[config.mk]
export PLATFORM = sky130hd
export DESIGN_NAME = xy_stepper_half_step_positioner_unit
export DESIGN_NICKNAME = d
export VERILOG_FILES = /design/src/rtl/xyshp_pkg.sv /design/src/rtl/xyshp_core.sv /design/src/rtl/xyshp_outbuf.sv /design/src/rtl/xy_stepper_half_step_positioner_unit.sv
export VERILOG_INCLUDE_DIRS = /design/src /design/src/rtl
export SDC_FILE = /design/constraint.sdc
export NUM_CORES = 1
export LEC_CHECK = 0
export BUFFER_PORTS_ARGS = -buffer_cell sky130_fd_sc_hd__buf_2
export CAP_MARGIN = 25
export CELL_PAD_IN_SITES_DETAIL_PLACEMENT = 0
export CELL_PAD_IN_SITES_GLOBAL_PLACEMENT = 1
export CORE_MARGIN = 3
export CORE_UTILIZATION = 35
export DETAILED_ROUTE_END_ITERATION = 10
export PLACE_DENSITY = 0.7
export SYNTH_ARGS = -nofsm -noshare
export SYNTH_HDL_FRONTEND = slang
export SYNTH_HIERARCHICAL = 1
export SYNTH_SLANG_ARGS = --single-unit
[constraint.sdc]
create_clock -name clk -period 6.2 [get_ports clk]
set_clock_uncertainty 0.05 [all_clocks]
set_input_delay 0.31 -clock clk [delete_from_list [all_inputs] [get_ports clk]]
set_output_delay 0.31 -clock clk [all_outputs]
set_load 0.05 [all_outputs]
[src/rtl/assert_macros.svh]
// Assertion macros shared by the positioner RTL.
// No dependencies; included by modules that carry concurrent checks.
`ifndef ASSERT_MACROS_SVH
`define ASSERT_MACROS_SVH

// Implication checked on every rising clock edge outside reset.
`define XYSHP_ASSERT(lbl, clk, rst_n, prop, msg) \
	lbl: assert property (@(posedge clk) disable iff (!rst_n) prop) else $error(msg);

// Condition that must never be true outside reset.
`define XYSHP_NEVER(lbl, clk, rst_n, cond, msg) \
	lbl: assert property (@(posedge clk) disable iff (!rst_n) !(cond)) else $error(msg);

`endif

[src/rtl/xyshp_pkg.sv]
// Shared types, constants and the coil pattern function for the positioner.
// No dependencies.
package xyshp_pkg;

	localparam int POS_W = 16;
	localparam int PERIOD_W = 16;
	localparam int PEN_W = 10;
	localparam int PHASE_W = 3;
	localparam int COIL_W = 4;
	localparam int CFG_IDX_W = 2;

	// bit i is the coil level at phase i: phases 0, 1 and 7 are on
	localparam logic [7:0] COIL_PATTERN = 8'b1000_0011;
	localparam logic [PHASE_W-1:0] OFF_B = 3'd6;
	localparam logic [PHASE_W-1:0] OFF_C = 3'd4;
	localparam logic [PHASE_W-1:0] OFF_D = 3'd2;
	localparam logic [PERIOD_W-1:0] PERIOD_RESET = 16'd2;

	typedef enum logic [1:0] {
		ACT_TICK   = 2'd0,
		ACT_TARGET = 2'd1,
		ACT_PEN    = 2'd2,
		ACT_NOP    = 2'd3
	} action_t;

	typedef enum logic [CFG_IDX_W-1:0] {
		REG_AXIS_PERIOD = 2'd0,
		REG_PEN_PERIOD  = 2'd1
	} cfg_reg_t;

	typedef struct packed {
		action_t            action;
		logic signed [15:0] target_x;
		logic signed [15:0] target_y;
		logic [PEN_W-1:0]   pen_steps;
		logic               pen_down;
	} item_t;

	typedef struct packed {
		logic [COIL_W-1:0]  x_coils;
		logic [COIL_W-1:0]  y_coils;
		logic [COIL_W-1:0]  pen_coils;
		logic signed [15:0] position_x;
		logic signed [15:0] position_y;
		logic               busy_res;
	} res_t;

	// Coil bits for one half step at the given phase; reverse flips pin order.
	function automatic logic [COIL_W-1:0] coil_bits(input logic [PHASE_W-1:0] ph,
		input logic fwd);
		logic a, b, c, d;
		a = COIL_PATTERN[ph];
		b = COIL_PATTERN[PHASE_W'(ph + OFF_B)];
		c = COIL_PATTERN[PHASE_W'(ph + OFF_C)];
		d = COIL_PATTERN[PHASE_W'(ph + OFF_D)];
		return fwd ? {d, c, b, a} : {a, b, c, d};
	endfunction

endpackage

[src/rtl/xyshp_core.sv]
// Positioner state, step pacing and coil update for one accepted item per cycle.
// Depends on xyshp_pkg and assert_macros.svh.
`include "assert_macros.svh"

module xyshp_core (
	input  logic                                 clk,
	input  logic                                 arst_n,
	input  logic                                 cfg_we,
	input  logic [xyshp_pkg::CFG_IDX_W-1:0]      cfg_index,
	input  logic [xyshp_pkg::PERIOD_W-1:0]       cfg_data,
	input  logic                                 accept,
	input  xyshp_pkg::item_t                     item,
	output xyshp_pkg::res_t                      res
);

	logic [xyshp_pkg::PERIOD_W-1:0] axis_per_q, pen_per_q;
	logic [xyshp_pkg::PHASE_W-1:0]  phase_x_q, phase_y_q, phase_p_q;
	logic [xyshp_pkg::PHASE_W-1:0]  phase_x_d, phase_y_d, phase_p_d;
	logic signed [xyshp_pkg::POS_W-1:0] pos_x_q, pos_y_q, goal_x_q, goal_y_q;
	logic signed [xyshp_pkg::POS_W-1:0] pos_x_d, pos_y_d, goal_x_d, goal_y_d;
	logic [xyshp_pkg::PEN_W-1:0]    pen_rem_q, pen_rem_d;
	logic                           pen_dir_q, pen_dir_d;
	logic [xyshp_pkg::PERIOD_W-1:0] tick_q, tick_d;
	logic [xyshp_pkg::COIL_W-1:0]   coil_x_q, coil_y_q, coil_p_q;
	logic [xyshp_pkg::COIL_W-1:0]   coil_x_d, coil_y_d, coil_p_d;

	logic                           x_pend, y_pend, p_pend, fwd_x, fwd_y;
	logic [xyshp_pkg::PERIOD_W-1:0] period, eff_period;
	logic [xyshp_pkg::PERIOD_W:0]   tick_inc;

	// Configuration
	always_ff @(posedge clk or negedge arst_n) begin
		if (!arst_n) begin
			axis_per_q <= xyshp_pkg::PERIOD_RESET;
			pen_per_q  <= xyshp_pkg::PERIOD_RESET;
		end else if (cfg_we) begin
			unique case (cfg_index)
				xyshp_pkg::REG_AXIS_PERIOD: axis_per_q <= cfg_data;
				xyshp_pkg::REG_PEN_PERIOD:  pen_per_q  <= cfg_data;
				default: ;
			endcase
		end
	end

	assign x_pend = (pos_x_q != goal_x_q);
	assign y_pend = (pos_y_q != goal_y_q);
	assign p_pend = (pen_rem_q != '0);
	assign fwd_x  = (goal_x_q > pos_x_q);
	assign fwd_y  = (goal_y_q > pos_y_q);

	assign period     = (!x_pend && !y_pend) ? pen_per_q : axis_per_q;
	assign eff_period = (period == '0) ? xyshp_pkg::PERIOD_W'(1) : period;
	assign tick_inc   = {1'b0, tick_q} + (xyshp_pkg::PERIOD_W+1)'(1);

	always_comb begin
		phase_x_d = phase_x_q;
		phase_y_d = phase_y_q;
		phase_p_d = phase_p_q;
		pos_x_d   = pos_x_q;
		pos_y_d   = pos_y_q;
		goal_x_d  = goal_x_q;
		goal_y_d  = goal_y_q;
		pen_rem_d = pen_rem_q;
		pen_dir_d = pen_dir_q;
		tick_d    = tick_q;
		coil_x_d  = coil_x_q;
		coil_y_d  = coil_y_q;
		coil_p_d  = coil_p_q;
		unique case (item.action)
			xyshp_pkg::ACT_TARGET: begin
				goal_x_d = xyshp_pkg::POS_W'(item.target_x);
				goal_y_d = xyshp_pkg::POS_W'(item.target_y);
			end
			xyshp_pkg::ACT_PEN: begin
				pen_rem_d = item.pen_steps;
				pen_dir_d = item.pen_down;
			end
			xyshp_pkg::ACT_TICK: begin
				if (!x_pend && !y_pend && !p_pend) begin
					tick_d = '0;
				end else begin
					if (tick_q == '0) begin
						// X first, then Y, then pen
						if (x_pend) begin
							coil_x_d  = xyshp_pkg::coil_bits(phase_x_q, fwd_x);
							phase_x_d = phase_x_q + xyshp_pkg::PHASE_W'(1);
							pos_x_d   = fwd_x ? pos_x_q + xyshp_pkg::POS_W'(1)
							                  : pos_x_q - xyshp_pkg::POS_W'(1);
						end else if (y_pend) begin
							coil_y_d  = xyshp_pkg::coil_bits(phase_y_q, fwd_y);
							phase_y_d = phase_y_q + xyshp_pkg::PHASE_W'(1);
							pos_y_d   = fwd_y ? pos_y_q + xyshp_pkg::POS_W'(1)
							                  : pos_y_q - xyshp_pkg::POS_W'(1);
						end else begin
							coil_p_d  = xyshp_pkg::coil_bits(phase_p_q, pen_dir_q);
							phase_p_d = phase_p_q + xyshp_pkg::PHASE_W'(1);
							pen_rem_d = pen_rem_q - xyshp_pkg::PEN_W'(1);
						end
					end
					tick_d = (tick_inc >= {1'b0, eff_period}) ? '0
					                                          : tick_inc[xyshp_pkg::PERIOD_W-1:0];
				end
			end
			default: ;
		endcase
	end

	always_ff @(posedge clk or negedge arst_n) begin
		if (!arst_n) begin
			phase_x_q <= '0;
			phase_y_q <= '0;
			phase_p_q <= '0;
			pos_x_q   <= '0;
			pos_y_q   <= '0;
			goal_x_q  <= '0;
			goal_y_q  <= '0;
			pen_rem_q <= '0;
			pen_dir_q <= 1'b0;
			tick_q    <= '0;
			coil_x_q  <= '0;
			coil_y_q  <= '0;
			coil_p_q  <= '0;
		end else if (accept) begin
			phase_x_q <= phase_x_d;
			phase_y_q <= phase_y_d;
			phase_p_q <= phase_p_d;
			pos_x_q   <= pos_x_d;
			pos_y_q   <= pos_y_d;
			goal_x_q  <= goal_x_d;
			goal_y_q  <= goal_y_d;
			pen_rem_q <= pen_rem_d;
			pen_dir_q <= pen_dir_d;
			tick_q    <= tick_d;
			coil_x_q  <= coil_x_d;
			coil_y_q  <= coil_y_d;
			coil_p_q  <= coil_p_d;
		end
	end

	// Result reflects the state after this item
	always_comb begin
		res.x_coils    = coil_x_d;
		res.y_coils    = coil_y_d;
		res.pen_coils  = coil_p_d;
		res.position_x = 16'(pos_x_d);
		res.position_y = 16'(pos_y_d);
		res.busy_res   = (pos_x_d != goal_x_d) || (pos_y_d != goal_y_d) || (pen_rem_d != '0);
	end

	`XYSHP_ASSERT(a_pos_x_unit, clk, arst_n, (pos_x_q != $past(pos_x_q)) |-> (phase_x_q == $past(phase_x_q) + xyshp_pkg::PHASE_W'(1)), "X moved without phase advance")
	`XYSHP_ASSERT(a_one_motor, clk, arst_n, (pos_x_q != $past(pos_x_q)) |-> (pos_y_q == $past(pos_y_q) && pen_rem_q == $past(pen_rem_q)), "more than one motor stepped")

endmodule

[src/rtl/xyshp_outbuf.sv]
// Result register with a skid stage that takes one more item under output stall.
// Depends on xyshp_pkg and assert_macros.svh.
`include "assert_macros.svh"

module xyshp_outbuf (
	input  logic             clk,
	input  logic             arst_n,
	input  logic             push,
	input  xyshp_pkg::res_t  push_data,
	output logic             full,
	output logic             out_valid,
	input  logic             out_stall,
	output xyshp_pkg::res_t  out_data
);

	logic            main_v_q, skid_v_q;
	xyshp_pkg::res_t main_q, skid_q;
	logic            pop;

	assign pop       = main_v_q && !out_stall;
	assign full      = skid_v_q;
	assign out_valid = main_v_q;
	assign out_data  = main_q;

	always_ff @(posedge clk or negedge arst_n) begin
		if (!arst_n) begin
			main_v_q <= 1'b0;
			skid_v_q <= 1'b0;
		end else if (skid_v_q) begin
			if (pop) begin
				skid_v_q <= 1'b0;
			end
		end else if (push) begin
			if (main_v_q && !pop) begin
				skid_v_q <= 1'b1;
			end else begin
				main_v_q <= 1'b1;
			end
		end else if (pop) begin
			main_v_q <= 1'b0;
		end
	end

	always_ff @(posedge clk) begin
		if (skid_v_q) begin
			if (pop) begin
				main_q <= skid_q;
			end
		end else if (push) begin
			if (main_v_q && !pop) begin
				skid_q <= push_data;
			end else begin
				main_q <= push_data;
			end
		end
	end

	`XYSHP_NEVER(a_skid_without_main, clk, arst_n, skid_v_q && !main_v_q, "skid holds data while output is empty")
	`XYSHP_NEVER(a_push_when_full, clk, arst_n, push && skid_v_q, "transfer taken while buffer full")
	`XYSHP_ASSERT(a_skid_drains, clk, arst_n, (skid_v_q && pop) |=> (main_v_q && main_q == $past(skid_q)), "skid entry lost")

endmodule

[src/rtl/xy_stepper_half_step_positioner_unit.sv]
// Top level of the XY table and pen half-step positioner.
// Depends on xyshp_pkg, xyshp_core and xyshp_outbuf.
// Results are registered in a two-entry output buffer of main and skid entries.
// Throughput: one item per cycle unless in_stall; the skid entry holds an extra result.
// Reset: asynchronous, clears positions, goals, phases, coils and the tick counter;
// both step periods return to 2.
module xy_stepper_half_step_positioner_unit (
	input  logic                                  clk,
	input  logic                                  arst_n,
	input  logic                                  cfg_we,
	input  logic [xyshp_pkg::CFG_IDX_W-1:0]       cfg_index,
	input  logic [xyshp_pkg::PERIOD_W-1:0]        cfg_data,
	input  logic                                  in_valid,
	output logic                                  in_stall,
	input  logic [1:0]                            action,
	input  logic signed [15:0]                    target_x,
	input  logic signed [15:0]                    target_y,
	input  logic [xyshp_pkg::PEN_W-1:0]           pen_steps,
	input  logic                                  pen_down,
	output logic                                  out_valid,
	input  logic                                  out_stall,
	output logic [xyshp_pkg::COIL_W-1:0]          x_coils,
	output logic [xyshp_pkg::COIL_W-1:0]          y_coils,
	output logic [xyshp_pkg::COIL_W-1:0]          pen_coils,
	output logic signed [15:0]                    position_x,
	output logic signed [15:0]                    position_y,
	output logic                                  busy_res
);

	xyshp_pkg::item_t item;
	xyshp_pkg::res_t  res, out_res;
	logic             accept, full;

	assign accept   = in_valid && !full;
	assign in_stall = full;

	always_comb begin
		item.action    = xyshp_pkg::action_t'(action);
		item.target_x  = target_x;
		item.target_y  = target_y;
		item.pen_steps = pen_steps;
		item.pen_down  = pen_down;
	end

	xyshp_core u_core (
		.clk       (clk),
		.arst_n    (arst_n),
		.cfg_we    (cfg_we),
		.cfg_index (cfg_index),
		.cfg_data  (cfg_data),
		.accept    (accept),
		.item      (item),
		.res       (res)
	);

	xyshp_outbuf u_outbuf (
		.clk       (clk),
		.arst_n    (arst_n),
		.push      (accept),
		.push_data (res),
		.full      (full),
		.out_valid (out_valid),
		.out_stall (out_stall),
		.out_data  (out_res)
	);

	assign x_coils    = out_res.x_coils;
	assign y_coils    = out_res.y_coils;
	assign pen_coils  = out_res.pen_coils;
	assign position_x = out_res.position_x;
	assign position_y = out_res.position_y;
	assign busy_res   = out_res.busy_res;

endmodule
== Yosys cells after proc, flatten, opt, wreduce, memory -nomap -nowiden ==
Memory sizes are Yosys's and may differ from the RTL's.
Cells that the tools add are included.
Storage, ports and cells
  register bits after elaboration: 236
  ROM bits: 96
  input port bits: 68
  output and inout port bits: 47
  word-level logic and storage cells: 181
  memories kept: 12
Memory list
  (name not given): words 8, width 1, rd ports 1, clocked after memory_dff 0, write ports 0, line xyshp_pkg.sv:52  | a = COIL_PATTERN[ph];
  (name not given): words 8, width 1, rd ports 1, clocked after memory_dff 0, write ports 0, line xyshp_pkg.sv:53  | b = COIL_PATTERN[PHASE_W'(ph + OFF_B)];
  (name not given): words 8, width 1, rd ports 1, clocked after memory_dff 0, write ports 0, line xyshp_pkg.sv:54  | c = COIL_PATTERN[PHASE_W'(ph + OFF_C)];
  (name not given): words 8, width 1, rd ports 1, clocked after memory_dff 0, write ports 0, line xyshp_pkg.sv:55  | d = COIL_PATTERN[PHASE_W'(ph + OFF_D)];
  (name not given): words 8, width 1, rd ports 1, clocked after memory_dff 0, write ports 0, line xyshp_pkg.sv:52
  (name not given): words 8, width 1, rd ports 1, clocked after memory_dff 0, write ports 0, line xyshp_pkg.sv:53
  6 more memories
Cells by class
  $add $sub $neg: 18
  $lt $le $gt $ge: 15
  eq/ne operators: 10
  multiplexer cells: 62
  bitwise logic cells: 4
  reductions and logical operators: 31
Operators by type and width (number)
  16-bit two-way mux: 17
  45-bit two-way mux: 4
  4-bit two-way mux: 17
  16-bit != test: 4
  3-bit by 4-bit less-than comparator with 1-bit output, second input constant: 12
  10-bit two-way mux: 4
  16-bit by 2-bit adder with 16-bit output, second input constant: 2
  16-bit > comparator: 2
  16-bit zero test: 2
  16-bit by 2-bit subtractor with 16-bit output, second input constant: 2
  10-bit one-hot mux with 2 select lines: 1
  10-bit nonzero test: 2
  1-bit two-way mux: 19
  3-bit adder, second input constant: 6
  16-bit by 1-bit adder with 17-bit output, second input constant: 1
  17-bit by 16-bit greater-or-equal comparator with 1-bit output: 1
  6-bit AND reduction: 2
  10-bit by 1-bit subtractor with 10-bit output, second input constant: 1
  3-bit by 1-bit adder with 3-bit output, second input constant: 3
  3-bit by 2-bit adder with 3-bit output, second input constant: 3
  3-bit AND reduction: 3
  2-bit AND reduction: 4
  1-bit zero test: 6
  1-bit logical AND: 5
  other kinds (9): 17

== Logic depth before layout (Yosys ltp) ==
Gate-level depths: netlist (run 1).
  depth after elaboration: 13
  gate-level depth with buffers: 22

== Hierarchy ==
Netlist (run 1), hierarchy kept.
Modules (own cells, without submodules)
  xyshp_core: instances 1, cells each 1198, area each 11116.9 µm²
  xyshp_outbuf: instances 1, cells each 152, area each 3378.2 µm²
  xy_stepper_half_step_positioner_unit: instances 1, cells each 1, area each 13.8 µm²

== Least setup slack after synthesis (run 1) ==
OpenSTA, ideal clock, no wires.
  kind: register to register
  start: reg u_core/pos_y_q[13] (netlist bit)
  end: reg u_outbuf.main_q (netlist bit u_outbuf/out_data[0]) (data pin)
  library setup time: 0.260 ns
  arrival time: 5.098 ns
  required time: 5.890 ns
  setup slack: 0.792 ns
  stages on the path, launching flop included: 21
  path buffers: 1
  clock period less this slack: 5.408 ns
  cells stage by stage: dfrtp_1 > inv_1 > ha_1 > a2111o_1 > o21ai_0 > nand3b_1 > o22ai_1 > or2_2 > clkbuf_1 > ha_1 > a21o_1 > a31o_2 > or2_2 > a221o_1 > xor2_1 > a2111o_1 > nor4_2 > nand4_1 > nor4_1 > nand2_1 > mux2_2
RTL lines
  start: declaration: line xyshp_core.sv:19  | logic signed [xyshp_pkg::POS_W-1:0] pos_x_q, pos_y_q, goal_x_q, goal_y_q;
  start signal: assignment: line xyshp_core.sv:128  | pos_y_q <= pos_y_d;
  end signal: assignment: line xyshp_outbuf.sv:47  | main_q <= skid_q;
  end signal: assignment: line xyshp_outbuf.sv:53  | main_q <= push_data;
  end: declaration: line xyshp_outbuf.sv:17  | xyshp_pkg::res_t main_q, skid_q;

==> results_dict.tcl, run 1 <==
set metrics [dict create \
    cp_data_arrival_time_ns 6.06 \
    finalCriticalPeriod_ns 5.81 \
    final.setup.tns_ns 0 \
    initial_core_util_pct 35.9 \
    clkPwrFrac_pct 20.0 \
    area_growth_pct 19.0 \
    power_leakage_nw 7.14 \
    avgViaCountPerCell 5.35 \
    path_max_fanout 19 \
    outcome "complete, no violations" \
    ant_nets 0 \
    clkLatencyLatePin_ns 0.56 \
    clkSlewWorstSetupHoldPaths_ns 0.06 \
    clock-root-buffer "clkbuf_16" \
    place_ws_ns 0.481 \
    yosysWarnings 6 \
    synth-edff-count 90 \
    ys_top_cells_by_count "144 x dfrtp_1, 130 x nand2_1, 124 x mux2_2" \
    avgSynthCellArea_um2 10.7 \
    rows 73 \
    track_usage_pct 17.4 \
    synth_cells 1351 \
    grt_pass1_vias 11100 \
    critPathMaxStageDelay_ns 0.50 \
    fillers 3908 \
    cts_tree "done" \
    setup_viol 0 \
    pwr_density_cell_mw_per_mm2 490 \
    p_sw_share_pct 43.1 \
    yosysMostFrequentCell "dfrtp_1" \
    finalWirelength_mm 38.8 \
    relSlewSlack_pct 40.4 \
    p_seq_share_pct 29.0 \
    io_pins 115 \
    antenna_cells 0 \
    maxCapViolations 0 \
    cts_buffer_depth 3 \
    first_iter_violations 649 \
    grt-ovfl-total 0 \
    critPathLaunchType "flop" \
    cp.required_ns 6.45 \
    die_area_mm2 0.0439 \
    gp_congestion 0.903 \
    period_share_pct 93.7 \
    grt_max_degree 102 \
    drc 0 \
    fmax_mhz 172 \
    min_path_type "in -> reg" \
    fin_nets 1684 \
    tightestPinTransition_ns 0.892 \
    critPathKind "reg -> reg" \
    peakVddDrop_mv 0.196 \
    cp_slowest_cell "or2_2" \
    power.switching_mw 3.64 \
    cts.sinks 236 \
    yosysUniqueCellTypes 85 \
    endpoint_kind "flop" \
    port_buffers 114 \
    internal-power_mw 4.82 \
    dp_hpwl_mm 28.2 \
    rsz0062_at_grt "false" \
    ys.flop_type "dfrtp_1" \
    core_mm2 0.0404 \
    die_h_um 210 \
    ctsHtreeMaxLevel 1 \
    ys_seq_area_share_pct 43.8 \
    yosysTopAreaCell "dfrtp_1" \
    drtPass1Iterations 5 \
    synth_top_area_share_pct 24.8 \
    whs_ns 0.101 \
    synth_area_mm2 0.0145 \
    ys_top_cells_by_area "dfrtp_1 25%, edfxtp_1 19%, mux2_2 9.6%" \
    cts_made_buffers 28 \
    path_cells "inv_1 -> ha_1 -> nand4_1 -> a21oi_1 -> o21a_1 -> o22ai_1 -> or2_2 -> ha_1 -> a21o_1 -> a31o_2 -> or2_2 -> a221o_1 -> xor2_1 -> a2111o_1 -> nor4_2 -> nand4_1 -> nor4_1 -> nand2_1 -> mux2_2" \
    hold_violations 0 \
    report.final.slew_viol_count 0 \
    p_comb_share_pct 51.0 \
    grt_pass1_wl_mm 61.9 \
    ys_ff_latch 236 \
    fin_ws_ns 0.391 \
    layout-drive-gt1-share_pct 22.6 \
    syn_nets 1506 \
    antenna_found_initial 3 \
    fp.dieW_um 210 \
    vias 11100 \
    wire_per_inst_um 18.7 \
    async_flop_share_pct 61.9 \
]
[placed cells by master (no fill, tap or decap), types with 7 or more instances in the layout]
cell type	Yosys	layout
a211oi_1	11	11
a21o_1	12	12
a21oi_1	55	55
a22o_1	11	11
a31oi_1	10	10
and3_1	14	14
buf_2	9	113
buf_4	4	30
clkbuf_1	29	9
clkbuf_16	0	29
dfrtp_1	144	143
dlygate4sd3_1	0	54
edfxtp_1	90	90
ha_1	85	85
inv_1	57	57
mux2_2	124	124
mux2_4	7	7
mux2i_1	64	64
nand2_1	130	130
nand2b_1	7	7
nand3_1	26	26
nand4_1	19	19
nor2_1	65	64
nor2b_1	9	8
nor3_1	22	22
o211ai_1	10	10
o21a_1	7	7
o21ai_0	101	101
o22ai_1	9	9
o31ai_1	7	7
or4_1	11	11
xnor2_1	46	46
xor2_1	27	27
[worst max-delay path, delay by kind of cell (launching register included)]
kind / cells / cell delay, ns
xor+xnor: 1 / 0.19
buf+inv: 1 / 0.07
compound gates: 7 / 1.86
simple gates: 7 / 1.90
fa+ha+maj: 2 / 0.75
mux: 1 / 0.28
flops: 1 / 0.44
[what timing repair did]
item,in CTS,in global routing
resized for setup,0,1
setup endpoints to repair,0,1
hold buffers,54,0
buffers inserted,0,0
hold endpoints to repair,168,0
[power by group through the flow]
| stage | logic [mW] | clock network [mW] | registers (mW) |
|---|---|---|---|
| 2_1_floorplan | 2.76 | 0 | 2.87 |
| 3_3_place_gp | 4.24 | 0 | 2.46 |
| 3_5_place_dp | 4.27 | 0 | 2.48 |
| 4_1_cts | 4.32 | 1.75 | 2.45 |
| 5_1_grt | 4.76 | 1.82 | 2.51 |
| 6_report | 4.31 | 1.69 | 2.45 |
[per-layer routing]
layer / GRT usage, % / vias to the layer above / wire [um]
met5: 0 / - / 41
met4: 4.83 / 6 / 919
met3: 2.84 / 63 / 1980
met2: 28.6 / 258 / 18100
met1: 23.9 / 5402 / 17800
li1: - / 5372 / -
[flip-flops by register name, summed over array words and instances, names as in the netlist, 3 cells and up]
register and cells:
u_core/axis_per_q 16, u_core/coil_p_q 4, u_core/coil_x_q 4, u_core/coil_y_q 4, u_core/goal_x_q 16, u_core/goal_y_q 16, u_core/pen_per_q 16, u_core/pen_rem_q 10
u_core/phase_p_q 3, u_core/phase_x_q 3, u_core/phase_y_q 3, u_core/pos_x_q 16, u_core/pos_y_q 16, u_core/tick_q 16, u_outbuf/out_data 45, u_outbuf/skid_q 45
[layout make-up]
| type | instances | area (um^2) | area share (%) |
|---|---|---|---|
| clock buffer | 39 | 773 | 4.48 |
| multi-input combinational | 1006 | 7720 | 44.7 |
| sequential | 236 | 6360 | 36.8 |
| inverter | 58 | 218 | 1.26 |
| clock inverter | 13 | 164 | 0.949 |
| timing repair buffer | 199 | 1370 | 7.93 |
| tap | 525 | 657 | 3.80 |
[path summary, 6_finish.rpt]
kind	end	cells past startpoint	start	slack, ns
max in group asynchronous	u_outbuf/full	4	arst_n	4.53
min in group asynchronous	u_core/pen_per_q[9]	2	arst_n	0.15
worst min register to register	u_core/pos_x_q[15]	1	u_core/pos_x_q[15]	0.43
worst min-delay path	u_core/pen_rem_q[4]	3	pen_steps[4]	0.10
worst max-delay path	u_outbuf/out_data[0]	19	u_core/pos_y_q[7]	0.39
worst max register to register	u_outbuf/out_data[0]	19	u_core/pos_y_q[7]	0.39
[kinds of logic after synthesis]
kind of cell / Yosys count / share of synthesized area, %
flip-flops: 236 / 43.8
AO/OA/AOI/OAI: 289 / 12.8
adder cells (fa/ha/maj): 88 / 7.68
buffers and inverters: 109 / 3.16
AND/OR/NAND/NOR: 359 / 13.1
XOR/XNOR: 75 / 4.72
multiplexers: 195 / 14.8
[through the flow]
step,instances,instance area [um^2],power [mW],util (%)
floorplan,1351,14500,5.63,-
CTS,2075,17200,8.53,42.7
global route,2076,17300,9.08,42.8
detailed placement,1969,15800,6.75,39.0
global placement,1969,15800,6.70,39.0
finish,2076,17300,8.46,42.8
Note: power is estimated with default switching activity, not from simulation.
==> run 2: changes to the inputs <==
CORE_MARGIN = default   (was 3)
==> run 2 against run 1 <==
Clock power hardly changed. Combinational power about the same. Fmax increased by 0.66%.
==> results_dict.tcl, run 2 (synthesized netlist as in run 1, its figures left out) <==
set metrics [dict create \
    outcome "complete, no violations" \
    path_delay_family "compound AO/OA/AOI/OAI gates" \
    cp.depth 19 \
    drc 0 \
    dp_hpwl_mm 28.1 \
    port_buffers 114 \
    core_mm2 0.0408 \
    final.setup.tns_ns 0 \
    critPathKind "reg -> reg" \
    rows 74 \
    antenna_found_initial 2 \
    wire_per_inst_um 18.3 \
    die_h_um 206 \
    clkSlewWorstSetupHoldPaths_ns 0.06 \
    crit_buf_inv 1 \
    critPathLaunch "u_core/pos_y_q[13]" \
    first_iter_violations 619 \
    fin_nets 1675 \
    finalCriticalPeriod_ns 5.77 \
    drtPass1Iterations 5 \
    hold_violations 0 \
    endpoint_kind "flop" \
    fmax_mhz 173 \
    clkLatencyLatePin_ns 0.58 \
    cts_buffer_depth 3 \
    io_pins 115 \
    clkPwrFrac_pct 20.1 \
    layout-drive-gt1-share_pct 22.8 \
    whs_ns 0.0319 \
    gp_congestion 0.895 \
    critPathLaunchType "flop" \
    finalWirelength_mm 38.0 \
    ant_nets 0 \
    power_leakage_nw 7.10 \
    p_sw_share_pct 43.4 \
    mostFrequentLayoutCells "143 x dfrtp_1, 130 x nand2_1, 124 x mux2_2" \
    min-delay-start "pen_steps[5]" \
    p_seq_share_pct 29.0 \
    min_path_type "in -> reg" \
    critPathMaxStageDelay_ns 0.45 \
    internal-power_mw 4.79 \
    grt_max_degree 87 \
    pwr_density_cell_mw_per_mm2 491 \
    area_growth_pct 18.7 \
    initial_core_util_pct 35.5 \
    tightestPinTransition_ns 0.874 \
    avgViaCountPerCell 5.33 \
    period_share_pct 93.1 \
    p_comb_share_pct 50.9 \
    clock-root-buffer "clkbuf_16" \
    rsz0062_at_grt "false" \
    r2r_cells 19 \
    path_cells "inv_1 -> ha_1 -> a2111o_1 -> o21ai_0 -> nand3b_1 -> o22ai_1 -> or2_2 -> ha_1 -> a21o_1 -> a31o_2 -> or2_2 -> a221o_1 -> xor2_1 -> a2111o_1 -> nor4_2 -> nand4_1 -> nor4_1 -> nand2_1 -> mux2_2" \
    setup_viol 0 \
    ctsHtreeMaxLevel 1 \
    die_area_mm2 0.0423 \
    relSlewSlack_pct 41.8 \
    grt_pass1_vias 10900 \
    cp_slowest_cell "or2_2" \
    holdPathStages 3 \
    place_ws_ns 0.439 \
    cts_tree "done" \
    report.final.slew_viol_count 0 \
    peakVddDrop_mv 0.276 \
    r2r-start "u_core/pos_y_q[13]" \
    maxCapViolations 0 \
    final_common_cell "dfrtp_1" \
    fp.dieW_um 206 \
    grt_pass1_wl_mm 60.5 \
    cp.required_ns 6.48 \
    cts.sinks 236 \
    path_max_fanout 19 \
    cp_data_arrival_time_ns 6.05 \
    post-cts-setup-buffers 0 \
    track_usage_pct 18.2 \
    grt-ovfl-total 0 \
    fin_ws_ns 0.429 \
    cts_made_buffers 28 \
    vias 11100 \
    power.switching_mw 3.66 \
]
==> run 2: stage by stage <==
stage	cells	power, mW	area [um^2]	utilization (%)
finish	2077	8.45	17200	42.2
CTS	2074	8.50	17200	42.1
global route	2075	9.06	17200	42.2
detailed placement	1970	6.73	15700	38.5
floorplan	1351	5.63	14500	-
global placement	1970	6.68	15700	38.5
==> run 2: worst min-delay path, stage by stage <==
cell and delay (ns):
buf_2 0.11, a21oi_1 0.06, o21ai_0 0.12
==> run 2: layout make-up <==
class                      count  area [um^2]
tap                          532          666
clock buffer                  34          733
timing repair buffer         190         1280
sequential                   236         6360
multi-input combinational   1006         7730
antenna                        3         7.51
inverter                      58          218
clock inverter                18          230
fill                        3951        23600
==> run 2: power by group through the flow <==
stage	Combinational (mW)	Sequential [mW]	Clock, mW
4_1_cts	4.31	2.45	1.74
2_1_floorplan	2.76	2.87	0
3_3_place_gp	4.23	2.45	0
5_1_grt	4.74	2.51	1.81
6_report	4.30	2.45	1.70
3_5_place_dp	4.26	2.47	0
==> run 2: what timing repair did <==
item                                    in CTS  in global routing
hold buffers                                52                  0
resized for setup                            0                  2
endpoints found under the hold margin      151                  0
endpoints found under the setup margin       0                  1
==> run 2: worst paths after layout <==
check	endpoint	slack, ns
setup / recovery	u_outbuf/out_data[0]	0.43
hold / removal	u_core/pen_rem_q[5]	0.03
setup reg to reg	u_outbuf/out_data[0]	0.43
hold reg to reg	u_core/coil_x_q[0]	0.43
max in group asynchronous	u_outbuf/full	4.36
min in group asynchronous	u_core/tick_q[14]	0.34
==> run 2: routing by layer <==
metal  vias to the layer above  global-route usage (%)  wire (um)
met5                         -                       0          0
met4                         0                    3.57        561
met3                        37                    2.50       1500
met2                       235                    30.4      18000
met1                      5429                    25.2      17900
li1                       5362                       -          -
